[src/rdq_pkg.sv]
// ----------------------------------------------------------------------------
// rdq_pkg
// Types, codes and defaults shared by the ring deque message queue and its
// slot cells.
// ----------------------------------------------------------------------------
package rdq_pkg;

	localparam int DEPTH_DEF      = 16;
	localparam int DATA_WIDTH_DEF = 32;

	localparam int OP_W     = 2;
	localparam int MSG_W    = 32;
	localparam int STATUS_W = 2;
	localparam int OCC_W    = 5;
	localparam int CAP_W    = 5;

	localparam int CAPACITY_RESET = 16;

	typedef enum logic [OP_W-1:0] {
		OP_APPEND     = 2'd0,
		OP_PUSH_FRONT = 2'd1,
		OP_POP        = 2'd2
	} op_t;

	localparam logic [STATUS_W-1:0] ST_DONE    = 2'd0;
	localparam logic [STATUS_W-1:0] ST_REFUSED = 2'd1;
	localparam logic [STATUS_W-1:0] ST_WAIT    = 2'd2;

	typedef struct packed {
		logic [OP_W-1:0]  op;
		logic [MSG_W-1:0] message_in;
		logic             wait_if_blocked;
	} req_t;

	typedef struct packed {
		logic [STATUS_W-1:0] status;
		logic [MSG_W-1:0]    message_out;
		logic [OCC_W-1:0]    occupancy;
	} rsp_t;

	// what a slot cell does this cycle
	typedef enum logic [1:0] {
		CELL_HOLD,
		CELL_SHIFT_BACK,
		CELL_SHIFT_FWD,
		CELL_APPEND
	} cell_mode_t;

	typedef struct packed {
		cell_mode_t mode;
		logic       sel;
	} cell_ctrl_t;

endpackage

[src/rdq_cell.sv]
// ----------------------------------------------------------------------------
// rdq_cell
// One message slot of the deque row: holds its word, takes the word of the
// neighbour nearer the head or nearer the tail, or loads a new message.
// ----------------------------------------------------------------------------
module rdq_cell #(
	parameter int DATA_WIDTH = rdq_pkg::DATA_WIDTH_DEF
) (
	input  logic                  clk,
	input  rdq_pkg::cell_ctrl_t   ctrl,
	input  logic [DATA_WIDTH-1:0] new_msg,
	input  logic [DATA_WIDTH-1:0] from_front,
	input  logic [DATA_WIDTH-1:0] from_back,
	output logic [DATA_WIDTH-1:0] data
);

	logic [DATA_WIDTH-1:0] data_q;

	always_ff @(posedge clk) begin
		unique case (ctrl.mode)
			rdq_pkg::CELL_HOLD: begin
				data_q <= data_q;
			end
			rdq_pkg::CELL_SHIFT_BACK: begin
				data_q <= from_front;
			end
			rdq_pkg::CELL_SHIFT_FWD: begin
				data_q <= from_back;
			end
			rdq_pkg::CELL_APPEND: begin
				if (ctrl.sel) begin
					data_q <= new_msg;
				end
			end
			default: begin
				data_q <= data_q;
			end
		endcase
	end

	assign data = data_q;

endmodule

[src/ring_deque_message_queue.sv]
// ----------------------------------------------------------------------------
// ring_deque_message_queue
// Message deque: append at the tail, push before the head, pop from the head,
// with a programmable number of slots in use.
// ----------------------------------------------------------------------------
// One request beat is taken per cycle and gives one response beat in the next
// cycle from a single response register; a new request is taken whenever that
// register is empty or is being read in the same cycle. The messages sit in a
// row of DEPTH slot cells with the head always in cell 0: a push-front moves
// every cell one place back, a pop moves every cell one place forward, and an
// append loads the cell at the fill count. Appends and push-fronts on a full
// queue and pops on an empty one change nothing and answer refused, or must
// wait when the caller asked to wait. Capacity writes of 0 count as 1, writes
// above DEPTH as DEPTH, and writes while messages are held are ignored.
module ring_deque_message_queue #(
	parameter int DEPTH      = rdq_pkg::DEPTH_DEF,
	parameter int DATA_WIDTH = rdq_pkg::DATA_WIDTH_DEF
) (
	input  logic                        clk,
	input  logic                        arst_n,
	input  logic                        req_valid,
	output logic                        req_ready,
	input  rdq_pkg::req_t               req,
	output logic                        rsp_valid,
	input  logic                        rsp_ready,
	output rdq_pkg::rsp_t               rsp,
	input  logic                        cfg_we,
	input  logic [rdq_pkg::CAP_W-1:0]   cfg_wdata
);

	localparam int CW = $clog2(DEPTH + 1);
	localparam int CAP_RESET_VAL =
		(DEPTH < rdq_pkg::CAPACITY_RESET) ? DEPTH : rdq_pkg::CAPACITY_RESET;

	logic [CW-1:0]         fill_q;
	logic [CW-1:0]         fill_d;
	logic [CW-1:0]         capacity_q;
	logic                  rsp_valid_q;
	rdq_pkg::rsp_t         rsp_q;

	logic                  accept;
	logic                  full;
	logic                  empty;
	rdq_pkg::cell_mode_t   mode;
	logic [1:0]            status;
	logic [DATA_WIDTH-1:0] popped;
	logic [DATA_WIDTH-1:0] new_msg;
	logic [63:0]           msg_wide;
	logic [63:0]           pop_wide;
	logic [31:0]           fill_wide;
	logic [CW-1:0]         cap_new;

	logic [DATA_WIDTH-1:0] cell_data [DEPTH];

	assign req_ready = !rsp_valid_q || rsp_ready;
	assign accept    = req_valid && req_ready;
	assign full      = fill_q >= capacity_q;
	assign empty     = fill_q == '0;

	assign msg_wide = 64'(req.message_in);
	assign new_msg  = msg_wide[DATA_WIDTH-1:0];

	always_comb begin
		mode   = rdq_pkg::CELL_HOLD;
		fill_d = fill_q;
		status = rdq_pkg::ST_DONE;
		popped = '0;
		unique case (req.op)
			rdq_pkg::OP_APPEND, rdq_pkg::OP_PUSH_FRONT: begin
				if (full) begin
					status = req.wait_if_blocked ? rdq_pkg::ST_WAIT : rdq_pkg::ST_REFUSED;
				end else begin
					mode   = (req.op == rdq_pkg::OP_APPEND) ? rdq_pkg::CELL_APPEND
						: rdq_pkg::CELL_SHIFT_BACK;
					fill_d = fill_q + CW'(1);
				end
			end
			rdq_pkg::OP_POP: begin
				if (empty) begin
					status = req.wait_if_blocked ? rdq_pkg::ST_WAIT : rdq_pkg::ST_REFUSED;
				end else begin
					mode   = rdq_pkg::CELL_SHIFT_FWD;
					fill_d = fill_q - CW'(1);
					popped = cell_data[0];
				end
			end
			default: begin
				status = rdq_pkg::ST_REFUSED;
			end
		endcase
	end

	assign pop_wide  = 64'(popped);
	assign fill_wide = 32'(fill_d);

	// slot row, head in cell 0
	for (genvar i = 0; i < DEPTH; i++) begin : g_cell
		rdq_pkg::cell_ctrl_t   ctrl;
		logic [DATA_WIDTH-1:0] from_front;
		logic [DATA_WIDTH-1:0] from_back;

		assign ctrl.mode = accept ? mode : rdq_pkg::CELL_HOLD;
		assign ctrl.sel  = fill_q == CW'(i);

		if (i == 0) begin : g_first
			assign from_front = new_msg;
		end else begin : g_mid
			assign from_front = cell_data[i-1];
		end

		if (i == DEPTH - 1) begin : g_last
			assign from_back = cell_data[i];
		end else begin : g_rest
			assign from_back = cell_data[i+1];
		end

		rdq_cell #(
			.DATA_WIDTH (DATA_WIDTH)
		) u_cell (
			.clk        (clk),
			.ctrl       (ctrl),
			.new_msg    (new_msg),
			.from_front (from_front),
			.from_back  (from_back),
			.data       (cell_data[i])
		);
	end

	// capacity clamped to 1..DEPTH
	always_comb begin
		priority if (cfg_wdata == '0) begin
			cap_new = CW'(1);
		end else if (32'(cfg_wdata) > 32'(DEPTH)) begin
			cap_new = CW'(DEPTH);
		end else begin
			cap_new = CW'(cfg_wdata);
		end
	end

	always_ff @(posedge clk or negedge arst_n) begin
		if (!arst_n) begin
			fill_q      <= '0;
			capacity_q  <= CW'(CAP_RESET_VAL);
			rsp_valid_q <= 1'b0;
		end else begin
			if (accept) begin
				fill_q <= fill_d;
			end
			if (cfg_we && empty) begin
				capacity_q <= cap_new;
			end
			if (accept) begin
				rsp_valid_q <= 1'b1;
			end else if (rsp_ready) begin
				rsp_valid_q <= 1'b0;
			end
		end
	end

	always_ff @(posedge clk) begin
		if (accept) begin
			rsp_q.status      <= status;
			rsp_q.message_out <= pop_wide[31:0];
			rsp_q.occupancy   <= fill_wide[4:0];
		end
	end

	assign rsp_valid = rsp_valid_q;
	assign rsp       = rsp_q;

	a_fill_within_capacity: assert property (@(posedge clk) disable iff (!arst_n)
		fill_q <= capacity_q)
		else $error("fill count above capacity");

	a_capacity_nonzero: assert property (@(posedge clk) disable iff (!arst_n)
		capacity_q != '0)
		else $error("capacity reached zero");

	a_pop_drops_fill: assert property (@(posedge clk) disable iff (!arst_n)
		accept && req.op == rdq_pkg::OP_POP && !empty |=> fill_q == $past(fill_q) - CW'(1))
		else $error("pop did not lower the fill count");

	a_blocked_no_change: assert property (@(posedge clk) disable iff (!arst_n)
		accept && status != rdq_pkg::ST_DONE |=> $stable(fill_q))
		else $error("refused beat changed the fill count");

	a_no_msg_unless_done: assert property (@(posedge clk) disable iff (!arst_n)
		rsp_valid_q && rsp_q.status != rdq_pkg::ST_DONE |-> rsp_q.message_out == '0)
		else $error("message on a refused or waiting beat");

endmodule
[config.mk]
export PLATFORM = sky130hd
export DESIGN_NAME = ring_deque_message_queue
export DESIGN_NICKNAME = d
export VERILOG_FILES = /design/src/rdq_pkg.sv /design/src/rdq_cell.sv /design/src/ring_deque_message_queue.sv
export SDC_FILE = /design/constraint.sdc
export NUM_CORES = 1
export LEC_CHECK = 0
export BUFFER_PORTS_ARGS = -buffer_cell sky130_fd_sc_hd__buf_2
export CORE_ASPECT_RATIO = 1.4
export CORE_MARGIN = 5
export CORE_UTILIZATION = 55
export CTS_CLUSTER_DIAMETER = 80
export CTS_CLUSTER_SIZE = 16
export DETAILED_ROUTE_END_ITERATION = 8
export GPL_TIMING_DRIVEN = 1
export PLACE_DENSITY = 0.74
export SLEW_MARGIN = 20
export SYNTH_ARGS = -nofsm -noshare
export SYNTH_HDL_FRONTEND = slang
export SYNTH_SLANG_ARGS = --single-unit
[constraint.sdc]
create_clock -name clk -period 4.8 [get_ports clk]
set_input_delay 1.2 -clock clk [delete_from_list [all_inputs] [get_ports clk]]
set_output_delay 1.2 -clock clk [all_outputs]
set_load 0.05 [all_outputs]
==> Flow_metrics.wiki, run 1 <==
{| class="wikitable"
! Metric !! Value
|-
| Via density || 7.20
|-
| Die height || 257 um
|-
| Pre-antenna DRT Iters || 5
|-
| Tot Pwr || 11400 uW
|-
| Tmin final || 3.85 ns
|-
| Cell accounting for the most synthesized area || edfxtp_1
|-
| Placeable core region || 43200 um2
|-
| CTS Buf Count || 41
|-
| Tcrit/Tclk final || 80.2%
|-
| Vias in the first global route || 14284
|-
| Net count of the finished layout || 1505
|-
| Number of max-slew violations in the final report || 0
|-
| Leading register cell type out of synthesis || edfxtp_1
|-
| Count of flip-flops with a built-in enable after synthesis || 551
|-
| Finished Cell Area || 26100 um2
|-
| Setup crit start || fill_q[2]
|-
| Max H-tree Level || 2
|-
| Largest net degree at the start of global routing || 124
|-
| Wirelength per Cell || 26.2 um
|-
| Reported leakage power || 0.00872 uW
|-
| Arrival time of the worst setup path || 4.26 ns
|-
| Cell chosen for the clock root || clkbuf_16
|-
| Setup Crit Path Kind || reg -> reg
|-
| Reg-to-reg slack, setup || 0.95 ns
|-
| Main area contributors after synthesis || edfxtp_1 69%, a221o_1 19%, buf_2 1.9%
|-
| Number of clock sinks || 562
|-
| Worst slack, placed || 0.869 ns
|-
| Total nets after synthesis || 1518
|-
| Yosys warning total || 0
|-
| Port Buf Inserts || 85
|-
| Global route total overflow || 0
|-
| Number of max-cap violations || 0
|-
| Top cell types by occurrence after synthesis || 551 x edfxtp_1, 448 x a221o_1, 89 x buf_2
|-
| Data required time at the worst endpoint || 5.22 ns
|-
| Post-route DRC violation count || 0
|-
| Number of inserted diodes || 0
|-
| Resize count post-CTS || 0
|-
| TritonCTS clock tree || done
|-
| Max IR drop VDD || 240 uV
|-
| Std-Cell Rows || 90
|-
| Mapped Cells || 1462
|-
| Class of the worst hold path || reg -> reg
|-
| Quantity of hold-fixing buffers added after cts || 0
|-
| HPWL after detailed placement || 29.1 mm
|-
| Final hold vios || 0
|-
| Mean instance size in the synthesized netlist || 16.5 um2
|-
| Layout area overhead || 8.59%
|-
| Post-synth design cell area || 24100 um2
|-
| Via count of the routed design || 14470
|-
| Max Root-Sink Buffers || 3
|-
| Sequential area share after synthesis || 69.9%
|-
| Capture instance of the worst register-to-register path || g_cell[12].u_cell.data[15]
|-
| Layout cells sized above 1 || 15.8%
|-
| Area share of the leading cell type in the synthesized netlist || 68.8%
|-
| Slew @ Worst Pin || 1.04 ns
|-
| Cell count of the worst reg-to-reg path || 7
|-
| Headroom to the max-slew limit || 30.6%
|-
| Most repeated cell in the gate-level netlist after synthesis || edfxtp_1
|-
| Total Die Area || 48100 um2
|-
| Clock transition at the registers of the reported paths || 0.08 ns
|-
| Total global routing track utilization || 21.2%
|-
| I/O pin count || 86
|-
| Clock latency on the worst-skew pair || 0.55 ns
|-
| Element type at the critical path end || flop
|-
| Result of the run || finished clean
|-
| Starting Density || 55.6%
|-
| Cell Area, Placed || 25000 um2
|-
| Starting DRT DRC Count || 1819
|-
| Maximum fanout count along the critical path || 25
|-
| Final core area utilization || 60.4%
|-
| Horiz. Die Dim || 187 um
|-
| Post-route antenna net violation count || 0
|-
| Routability congestion estimate from global placement || 0.813
|-
| FF+latch count, synth || 562
|-
| Share of synthesized registers carrying an async set or reset || 1.96%
|-
| Power Density || 437 nW/um2
|-
| Worst Setup Start Kind || flop
|-
| Number of buffers inserted by post-CTS setup repair || 0
|-
| Hold-critical path depth || 2
|-
| Global-route wire length before repair || 82.1 mm
|-
| Peak clock frequency supported by timing || 260 MHz
|-
| Final number of setup-violating endpoints || 0
|-
| Post-layout worst setup margin || 0.953 ns
|-
| Worst clock skew on the final layout || 0.0148 ns
|-
| RR Startpoint || fill_q[2]
|-
| Unique masters post-synth || 45
|-
| Initial antenna violation count || 1
|-
| Endpoint of the worst setup timing path || g_cell[12].u_cell.data[15]
|-
| Post-Route WL || 52.7 mm
|-
| Unrepaired setup endpoints after global routing || no
|}
==> critical path, cell delays in order (launching register included) <==
cell	delay (ns)
dfrtp_1	0.72
ha_1	0.36
a21o_1	0.17
a31oi_2	0.26
o2111a_2	0.93
buf_4	0.50
and2_1	0.54
a221o_1	0.20
==> cell families after synthesis <==
logic type / synth area share [%]
buffers and inverters: 3.71
AOI/OAI and AO/OA: 20.9
adders and majority gates: 0.572
muxes: 1.63
and+or+nand+nor: 3.13
DFF: 69.9
xor gates and xnor gates: 0.109
==> final cells by class <==
class                           instances  area, um2
Fill cell                            3217      17100
Sequential cell                       562      16800
Multi-Input combinational cell        708       6550
Clock buffer                           50       1100
Timing Repair Buffer                  127        903
Tap cell                              552        691
Inverter                                9       33.8
Clock inverter                          2       25.0
==> sequential cells by signal (all words and copies together) (netlist names) <==
name and count:
capacity_q 5, fill_q 5, g_cell.u_cell.data 512, rsp 39, rsp_valid 1
==> worst min path at each step <==
stage | from | endpoint
after global placement | capacity_q[2] | capacity_q[2]
after CTS | arst_n | rsp_valid
after global routing | arst_n | capacity_q[2]
after floorplan | capacity_q[1] | capacity_q[1]
after detailed placement | capacity_q[1] | capacity_q[1]
final | capacity_q[1] | capacity_q[1]
==> layout by cell type (no fill, tap or decap), types with 8 or more instances in the layout <==
master,instances
buf_12,13
and2_1,64
mux2_2,33
buf_4,29
edfxtp_1,551
nor2_1,11
a21o_1,34
a21oi_4,15
nor2b_1,8
nand2_1,20
ha_1,11
buf_2,85
a221o_1,448
inv_1,8
dfrtp_1,10
clkbuf_16,43
==> layer usage <==
metal / GRT usage [%] / share of wire (%) / vias to the layer above
met2: 34.3 / 49 / 650
li1: - / - / 6278
met4: 5.90 / 2.5 / 2
met1: 30.2 / 41 / 7446
met5: 0 / 0.025 / -
met3: 3.55 / 7.5 / 94
==> power breakdown <==
part	internal, uW	switching (uW)	total, uW	leakage [uW]
combinational	723	1050	1770	0.00296
sequential	6120	304	6430	0.00520
clock	1620	1600	3220	0.000550
total	8460	2950	11400	0.00872
==> per-stage QoR <==
step	hold slack, ns	TNS [ns]	std cells
4_1_cts	0.499	0	2010
3_3_place_gp	0.480	0	1958
3_5_place_dp	0.481	0	1958
6_report	0.491	0	2010
2_1_floorplan	0.450	-234.15	1462
5_1_grt	0.517	0	2010
Power figures use the tool's default switching activity.
==> run 2: changes to the inputs <==
PLACE_DENSITY = 0.77   (was 0.74)
clock period = 3.53 ns   (was 4.8 ns; I/O delays follow)
==> run 2 against run 1 <==
Register-to-register slack worse by 0.72 ns. Clock skew about the same. Non-clock buffer count up 9. Total power up 37%.
==> Flow_metrics.wiki, run 2 (synthesis gave the netlist of run 1 again) <==
{| class="wikitable"
! Metric !! Value
|-
| I/O pin count || 86 (unchanged)
|-
| Data required time at the worst endpoint || 3.95 ns (-1.27 ns)
|-
| Setup crit start || fill_q[0]
|-
| Final hold vios || 0 (unchanged)
|-
| Net count of the finished layout || 1514 (+0.60%)
|-
| Starting DRT DRC Count || 1970 (+8.3%)
|-
| Max Root-Sink Buffers || 3 (unchanged)
|-
| Cell chosen for the clock root || clkbuf_16
|-
| Max IR drop VDD || 316 uV (+32%)
|-
| Post-route DRC violation count || 0 (unchanged)
|-
| HPWL after detailed placement || 29.0 mm (-0.40%)
|-
| Initial antenna violation count || 2 (+1)
|-
| Result of the run || finished clean
|-
| Number of max-slew violations in the final report || 0 (unchanged)
|-
| Number of buffers inserted by post-CTS setup repair || 0 (unchanged)
|-
| Final core area utilization || 61.0% (+0.61 points)
|-
| Area taken by flip-flops and latches || 16800 um2 (unchanged)
|-
| CTS Buf Count || 41 (unchanged)
|-
| Peak clock frequency supported by timing || 304 MHz (+17%)
|-
| Filler cells || 3139 (-2.4%)
|-
| Via count of the routed design || 14526 (+0.39%)
|-
| Total global routing track utilization || 21.4% (+0.19 points)
|-
| Pre-antenna DRT Iters || 5 (unchanged)
|-
| Element type at the critical path end || flop
|-
| Worst Setup Start Kind || flop
|-
| Wirelength per Cell || 26.5 um (+1.2%)
|-
| Met1 Resource Use GR || 29.4% (-0.75 points)
|-
| Final number of setup-violating endpoints || 0 (unchanged)
|-
| Port Buf Inserts || 85 (unchanged)
|-
| Post-route antenna net violation count || 0 (unchanged)
|-
| Global-route wire length before repair || 82.9 mm (+0.99%)
|-
| Tmin final || 3.29 ns (-0.554 ns)
|-
| Clock latency on the worst-skew pair || 0.56 ns (about the same)
|-
| Reported leakage power || 0.00881 uW (+1.1%)
|-
| Placeable core region || 43200 um2 (unchanged)
|-
| Quantity of hold-fixing buffers added after cts || 0 (unchanged)
|-
| Horiz. Die Dim || 187 um (unchanged)
|-
| Routability congestion estimate from global placement || 0.828 (+1.8%)
|-
| Number of max-cap violations || 0 (unchanged)
|-
| Cell count of the worst reg-to-reg path || 8 (+1)
|-
| Worst slack, placed || 0.320 ns (-0.549 ns)
|-
| Global route total overflow || 0 (unchanged)
|-
| Die height || 257 um (unchanged)
|-
| Setup TNS Final || 0 ns (unchanged)
|-
| Most frequent cells in the layout || 551 x edfxtp_1, 448 x a221o_1, 85 x buf_2, 64 x and2_1, 43 x clkbuf_16
|-
| Layout cells sized above 1 || 16.4% (+0.58 points)
|-
| Number of clock sinks || 562 (unchanged)
|-
| Class of the worst hold path || in -> async
|-
| TritonCTS clock tree || done
|-
| Starting Density || 55.6% (unchanged)
|-
| Endpoint of the worst setup timing path || g_cell[12].u_cell.data[10]
|-
| Met2 track demand over resource || 35.7% (+1.4 points)
|-
| Number of flip-flops under the largest register name || 512 (unchanged)
|-
| RR Startpoint || fill_q[0]
|-
| Via density || 7.19 (about the same)
|-
| Vias in the first global route || 14318 (+0.24%)
|-
| Headroom to the max-slew limit || 28.8% (-1.8 points)
|-
| Std-Cell Rows || 90 (unchanged)
|-
| Commonest non-fill, non-tap cell in the layout || edfxtp_1
|-
| Post-layout worst setup margin || 0.237 ns (-0.716 ns)
|-
| Worst clock skew on the final layout || 0.0148 ns (-0.0000258 ns)
|-
| Layout area overhead || 9.69%
|-
| Tcrit/Tclk final || 93.3% (+13 points)
|-
| Largest net degree at the start of global routing || 141 (+14%)
|-
| Global Route met3 Usage || 3.12% (-0.43 points)
|-
| Capture instance of the worst register-to-register path || g_cell[12].u_cell.data[10]
|-
| Number of inserted diodes || 0 (unchanged)
|-
| Resize count post-CTS || 0 (unchanged)
|-
| Arrival time of the worst setup path || 3.71 ns (-0.55 ns)
|-
| Max H-tree Level || 2 (unchanged)
|-
| Unrepaired setup endpoints after global routing || no
|-
| Total Die Area || 48100 um2 (unchanged)
|-
| Maximum fanout count along the critical path || 140 (+460%)
|-
| Post-Route WL || 53.6 mm (+1.6%)
|-
| Power Density || 593 nW/um2 (+36%)
|-
| Reg-to-reg slack, setup || 0.24 ns (-0.72 ns)
|-
| Slew @ Worst Pin || 1.06 ns (+0.0271 ns)
|-
| Clock transition at the registers of the reported paths || 0.08 ns (about the same)
|-
| Multi-input gate area || 6570 um2 (+0.29%)
|-
| Tot Pwr || 15700 uW (+37%)
|-
| Highest-utilization routing layer at the global route stage || met2
|-
| Setup Crit Path Kind || reg -> reg
|}
run 2: cell types whose count changed in the layout (fill, tap and decap cells not counted), sizes merged:
cell	delta
clkinvlp	+1
inv	-1
buf	+9
run 2: metal layers:
layer  vias up  share of wire [%]
met5         -              0.013
met4         2                3.1
met3       105                7.8
met2       700                 49
met1      7436                 40
li1       6283                  -
run 2: critical path: stages (launching register included):
cell and delay, ns:
dfrtp_1 0.48, inv_1 0.14, ha_1 0.29, nand2b_1 0.11
a31oi_2 0.14, o21a_1 0.33, o21ai_4 0.77, buf_12 0.52
a221o_1 0.26
run 2: worst min path at each step:
stage	startpoint	end	slack, ns
after CTS	arst_n	capacity_q[0]	0.19
after global placement	capacity_q[3]	capacity_q[3]	0.47
final	arst_n	fill_q[0]	0.20
after detailed placement	capacity_q[1]	capacity_q[1]	0.49
after global routing	arst_n	capacity_q[3]	0.20
after floorplan	capacity_q[1]	capacity_q[1]	0.45
run 2: cell type report:
type / instances / share of cell area [%]
Multi-Input combinational cell: 708 / 24.9
Clock buffer: 50 / 4.18
Tap cell: 552 / 2.62
Sequential cell: 562 / 63.7
Timing Repair Buffer: 136 / 4.34
Inverter: 9 / 0.142
Clock inverter: 2 / 0.0948
run 2: metrics by stage:
stage,instance area (um2),hold slack [ns],instances
final,26400,0.204,2019
after global routing,26400,0.203,2019
after CTS,26400,0.194,2019
after detailed placement,25300,0.488,1967
after global placement,25300,0.475,1967
after floorplan,24300,0.450,1462
run 2: report_power, final:
part,total [uW],internal [uW],switching (uW)
Combinational,2540,1060,1480
Sequential,8700,8320,376
Clock,4410,2200,2210
Total,15700,11600,4070
==> run 3: changes to the inputs <==
SYNTH_HIERARCHICAL = 1   (was not set)
==> run 3 against run 2 <==
Combinational power is 3% higher. Clock-buffer cell count is 2 lower. Via count is 31% higher. Global-route usage is 0.47 points lower. Sequential share of layout area is 10 points lower. Clock skew is 0.0028 ns higher. First-iteration DRC count is 19% lower. Total power is 3.1% lower. Maximum frequency is 0.34% lower. Largest cell class unchanged. Clock power is 3% lower. Register-to-register slack hardly changed. Routed wire length is 17% higher.
==> Flow_metrics.wiki, run 3 <==
{| class="wikitable"
! Metric !! Value
|-
| Number of clock sinks || 562 (unchanged)
|-
| Number of buffers inserted by post-CTS setup repair || 0 (unchanged)
|-
| Data required time at the worst endpoint || 3.89 ns (-0.06 ns)
|-
| Most frequent cells in the layout || 551 x edfxtp_1, 540 x nor2_1, 515 x a21oi_1, 512 x mux2i_1, 85 x buf_2
|-
| Final core area utilization || 59.4% (-1.6 points)
|-
| Top cell types by occurrence after synthesis || 551 x edfxtp_1, 541 x nor2_1, 531 x a21oi_1
|-
| Post-route antenna net violation count || 0 (unchanged)
|-
| Main area contributors after synthesis || edfxtp_1 56%, mux2i_1 17%, a21oi_1 9.0%
|-
| Maximum fanout count along the critical path || 97 (-31%)
|-
| Final number of setup-violating endpoints || 0 (unchanged)
|-
| Initial antenna violation count || 5 (+3)
|-
| Tot Pwr || 15200 uW (-3.1%)
|-
| Tcrit/Tclk final || 93.6% (+0.32 points)
|-
| I/O pin count || 86 (unchanged)
|-
| FF+latch count, synth || 562 (unchanged)
|-
| Sequential area share after synthesis || 57.0% (-13 points)
|-
| Number of placed instances, taps included || 3196 (+62%)
|-
| Global route total overflow || 0 (unchanged)
|-
| Number of max-cap violations || 0 (unchanged)
|-
| Die height || 284 um (+10%)
|-
| HPWL after detailed placement || 40.0 mm (+38%)
|-
| Area share of the leading cell type in the synthesized netlist || 56.1% (-13 points)
|-
| Max H-tree Level || 2 (unchanged)
|-
| Number of flip-flops under the largest register name || 512 (unchanged)
|-
| Element type at the critical path end || flop
|-
| Net count of the finished layout || 2581 (+70%)
|-
| Cell count of the worst reg-to-reg path || 12 (+4)
|-
| Total global routing track utilization || 20.9% (-0.47 points)
|-
| Horiz. Die Dim || 206 um (+10%)
|-
| Post-synth design cell area || 29500 um2 (+23%)
|-
| Tmin final || 3.30 ns (+0.0113 ns)
|-
| Result of the run || finished clean
|-
| Unrepaired setup endpoints after global routing || no
|-
| Starting Density || 55.5% (-0.12 points)
|-
| Via density || 5.85 (-19%)
|-
| Worst clock skew on the final layout || 0.0176 ns (+0.00283 ns)
|-
| Cell accounting for the most synthesized area || edfxtp_1
|-
| CTS Buf Count || 41 (unchanged)
|-
| Peak clock frequency supported by timing || 303 MHz (-0.34%)
|-
| Resize count post-CTS || 0 (unchanged)
|-
| Final hold vios || 0 (unchanged)
|-
| Non-filler instance count after layout || 3252 (+61%)
|-
| Unique masters post-synth || 48 (+6.7%)
|-
| Worst hold-check slack || 0.182 ns (-0.0225 ns)
|-
| Clock transition at the registers of the reported paths || 0.08 ns (about the same)
|-
| Max IR drop VDD || 316 uV (-0.16%)
|-
| Filler cells || 4146 (+32%)
|-
| Power Density || 480 nW/um2 (-19%)
|-
| Leading register cell type out of synthesis || edfxtp_1
|-
| Global-route wire length before repair || 99.5 mm (+20%)
|-
| Starting DRT DRC Count || 1598 (-19%)
|-
| Std-Cell Rows || 100 (+11%)
|-
| Arrival time of the worst setup path || 3.66 ns (-0.05 ns)
|-
| Cell chosen for the clock root || clkbuf_16
|-
| Post-Route WL || 62.5 mm (+17%)
|-
| Count of flip-flops with a built-in enable after synthesis || 551 (unchanged)
|-
| Total nets after synthesis || 2553 (+68%)
|-
| Pre-antenna DRT Iters || 7 (+2)
|-
| Worst Setup Start Kind || flop
|-
| Number of max-slew violations in the final report || 0 (unchanged)
|-
| Class of the worst hold path || in -> async
|-
| Most repeated cell in the gate-level netlist after synthesis || edfxtp_1
|-
| Largest net degree at the start of global routing || 102 (-28%)
|-
| Commonest non-fill, non-tap cell in the layout || edfxtp_1
|-
| Clock latency on the worst-skew pair || 0.56 ns (about the same)
|-
| TritonCTS clock tree || done
|-
| Via count of the routed design || 19028 (+31%)
|-
| Max Root-Sink Buffers || 3 (unchanged)
|-
| Routability congestion estimate from global placement || 0.818 (-1.2%)
|-
| Quantity of hold-fixing buffers added after cts || 0 (unchanged)
|-
| Layout area overhead || 6.99%
|-
| Vias in the first global route || 18657 (+30%)
|-
| Placeable core region || 53200 um2 (+23%)
|-
| Yosys warning total || 6 (+6)
|-
| Headroom to the max-slew limit || 54.7% (+26 points)
|-
| Port Buf Inserts || 85 (unchanged)
|-
| Total Die Area || 58500 um2 (+22%)
|-
| Wirelength per Cell || 19.2 um (-28%)
|-
| Reported leakage power || 0.00996 uW (+13%)
|-
| Layout cells sized above 1 || 10.5% (-5.9 points)
|-
| Setup Crit Path Kind || reg -> reg
|-
| Mean instance size in the synthesized netlist || 11.8 um2 (-28%)
|-
| Mapped Cells || 2497 (+71%)
|-
| Share of synthesized registers carrying an async set or reset || 1.96% (unchanged)
|-
| Slew @ Worst Pin || 0.677 ns (-0.386 ns)
|-
| Post-route DRC violation count || 0 (unchanged)
|}
## run 3: changes by cell type in the layout (fill, tap and decap cells not counted), moves of 7 or more
cell      change
buf_4        +22
a21oi_1     +510
a21o_1       -34
and2_1       -64
nor2b_2      +16
buf_12       +16
nor2_1      +529
mux2_2       -32
o211ai_1      +7
and3_1       +33
mux2i_1     +510
a221o_1     -448
## run 3: report_power, final
group / internal (uW) / total (uW) / switching [uW] / leakage (uW)
clock network: 2110 / 4290 / 2180 / 0.000530
logic: 946 / 2610 / 1670 / 0.00426
registers: 8000 / 8250 / 252 / 0.00517
## run 3: kinds of logic after synthesis
logic type	count (synthesis)	share of synthesized area (%)
flops	562	57.0
buf+inv	201	6.14
fa+ha+maj	11	0.466
compound gates	560	9.78
mux	513	17.4
xor+xnor	3	0.0890
simple gates	647	9.14
## run 3: final cells by class
type                    count  area, um2  area share, %
clock inverters             3       33.8          0.107
inverters                  12       46.3          0.147
multi-input cells        1734      11100           35.1
repair buffers            174       1630           5.17
clock buffers              48       1050           3.33
diodes                      5       12.5         0.0396
flip-flops and latches    562      16800           53.3
well taps                 714        893           2.83
## run 3: routing by layer
metal  GRT usage, %  routed length [um]  share of wire [%]
met1           27.5               26100                 42
met2           37.2               32100                 51
met3           2.61                2970                4.7
met4           4.63                1380                2.2
met5              0                   0                  0
## run 3: path summary, 6_finish.rpt
kind,start,slack (ns),endpoint
max in group asynchronous,arst_n,3.07,capacity_q[4]
min in group clk,capacity_q[3],0.50,capacity_q[3]
hold / removal,arst_n,0.18,rsp_valid
setup / recovery,fill_q[1],0.23,g_cell[7].u_cell/data[6]
setup reg to reg,fill_q[1],0.23,g_cell[7].u_cell/data[6]
hold reg to reg,capacity_q[3],0.50,capacity_q[3]
## run 3: worst max-delay path, stage by stage, from the launching register on
cell	delay, ns
dfrtp_1	0.54
inv_1	0.18
ha_1	0.24
or4b_4	0.22
clkinv_2	0.12
nor2_1	0.21
a21oi_2	0.09
nor3_4	0.30
buf_12	0.23
buf_12	0.25
buf_12	0.34
nor2_1	0.07
a21oi_1	0.22
## run 3: through the flow
stage                     worst slack [ns]  cell area [um2]  TNS, ns
after floorplan                    -0.0536            29700   -25.74
after global placement               0.393            30500        0
after detailed placement             0.331            30500        0
after CTS                            0.293            31600        0
after global routing                0.0375            31600        0
final                                0.226            31600        0
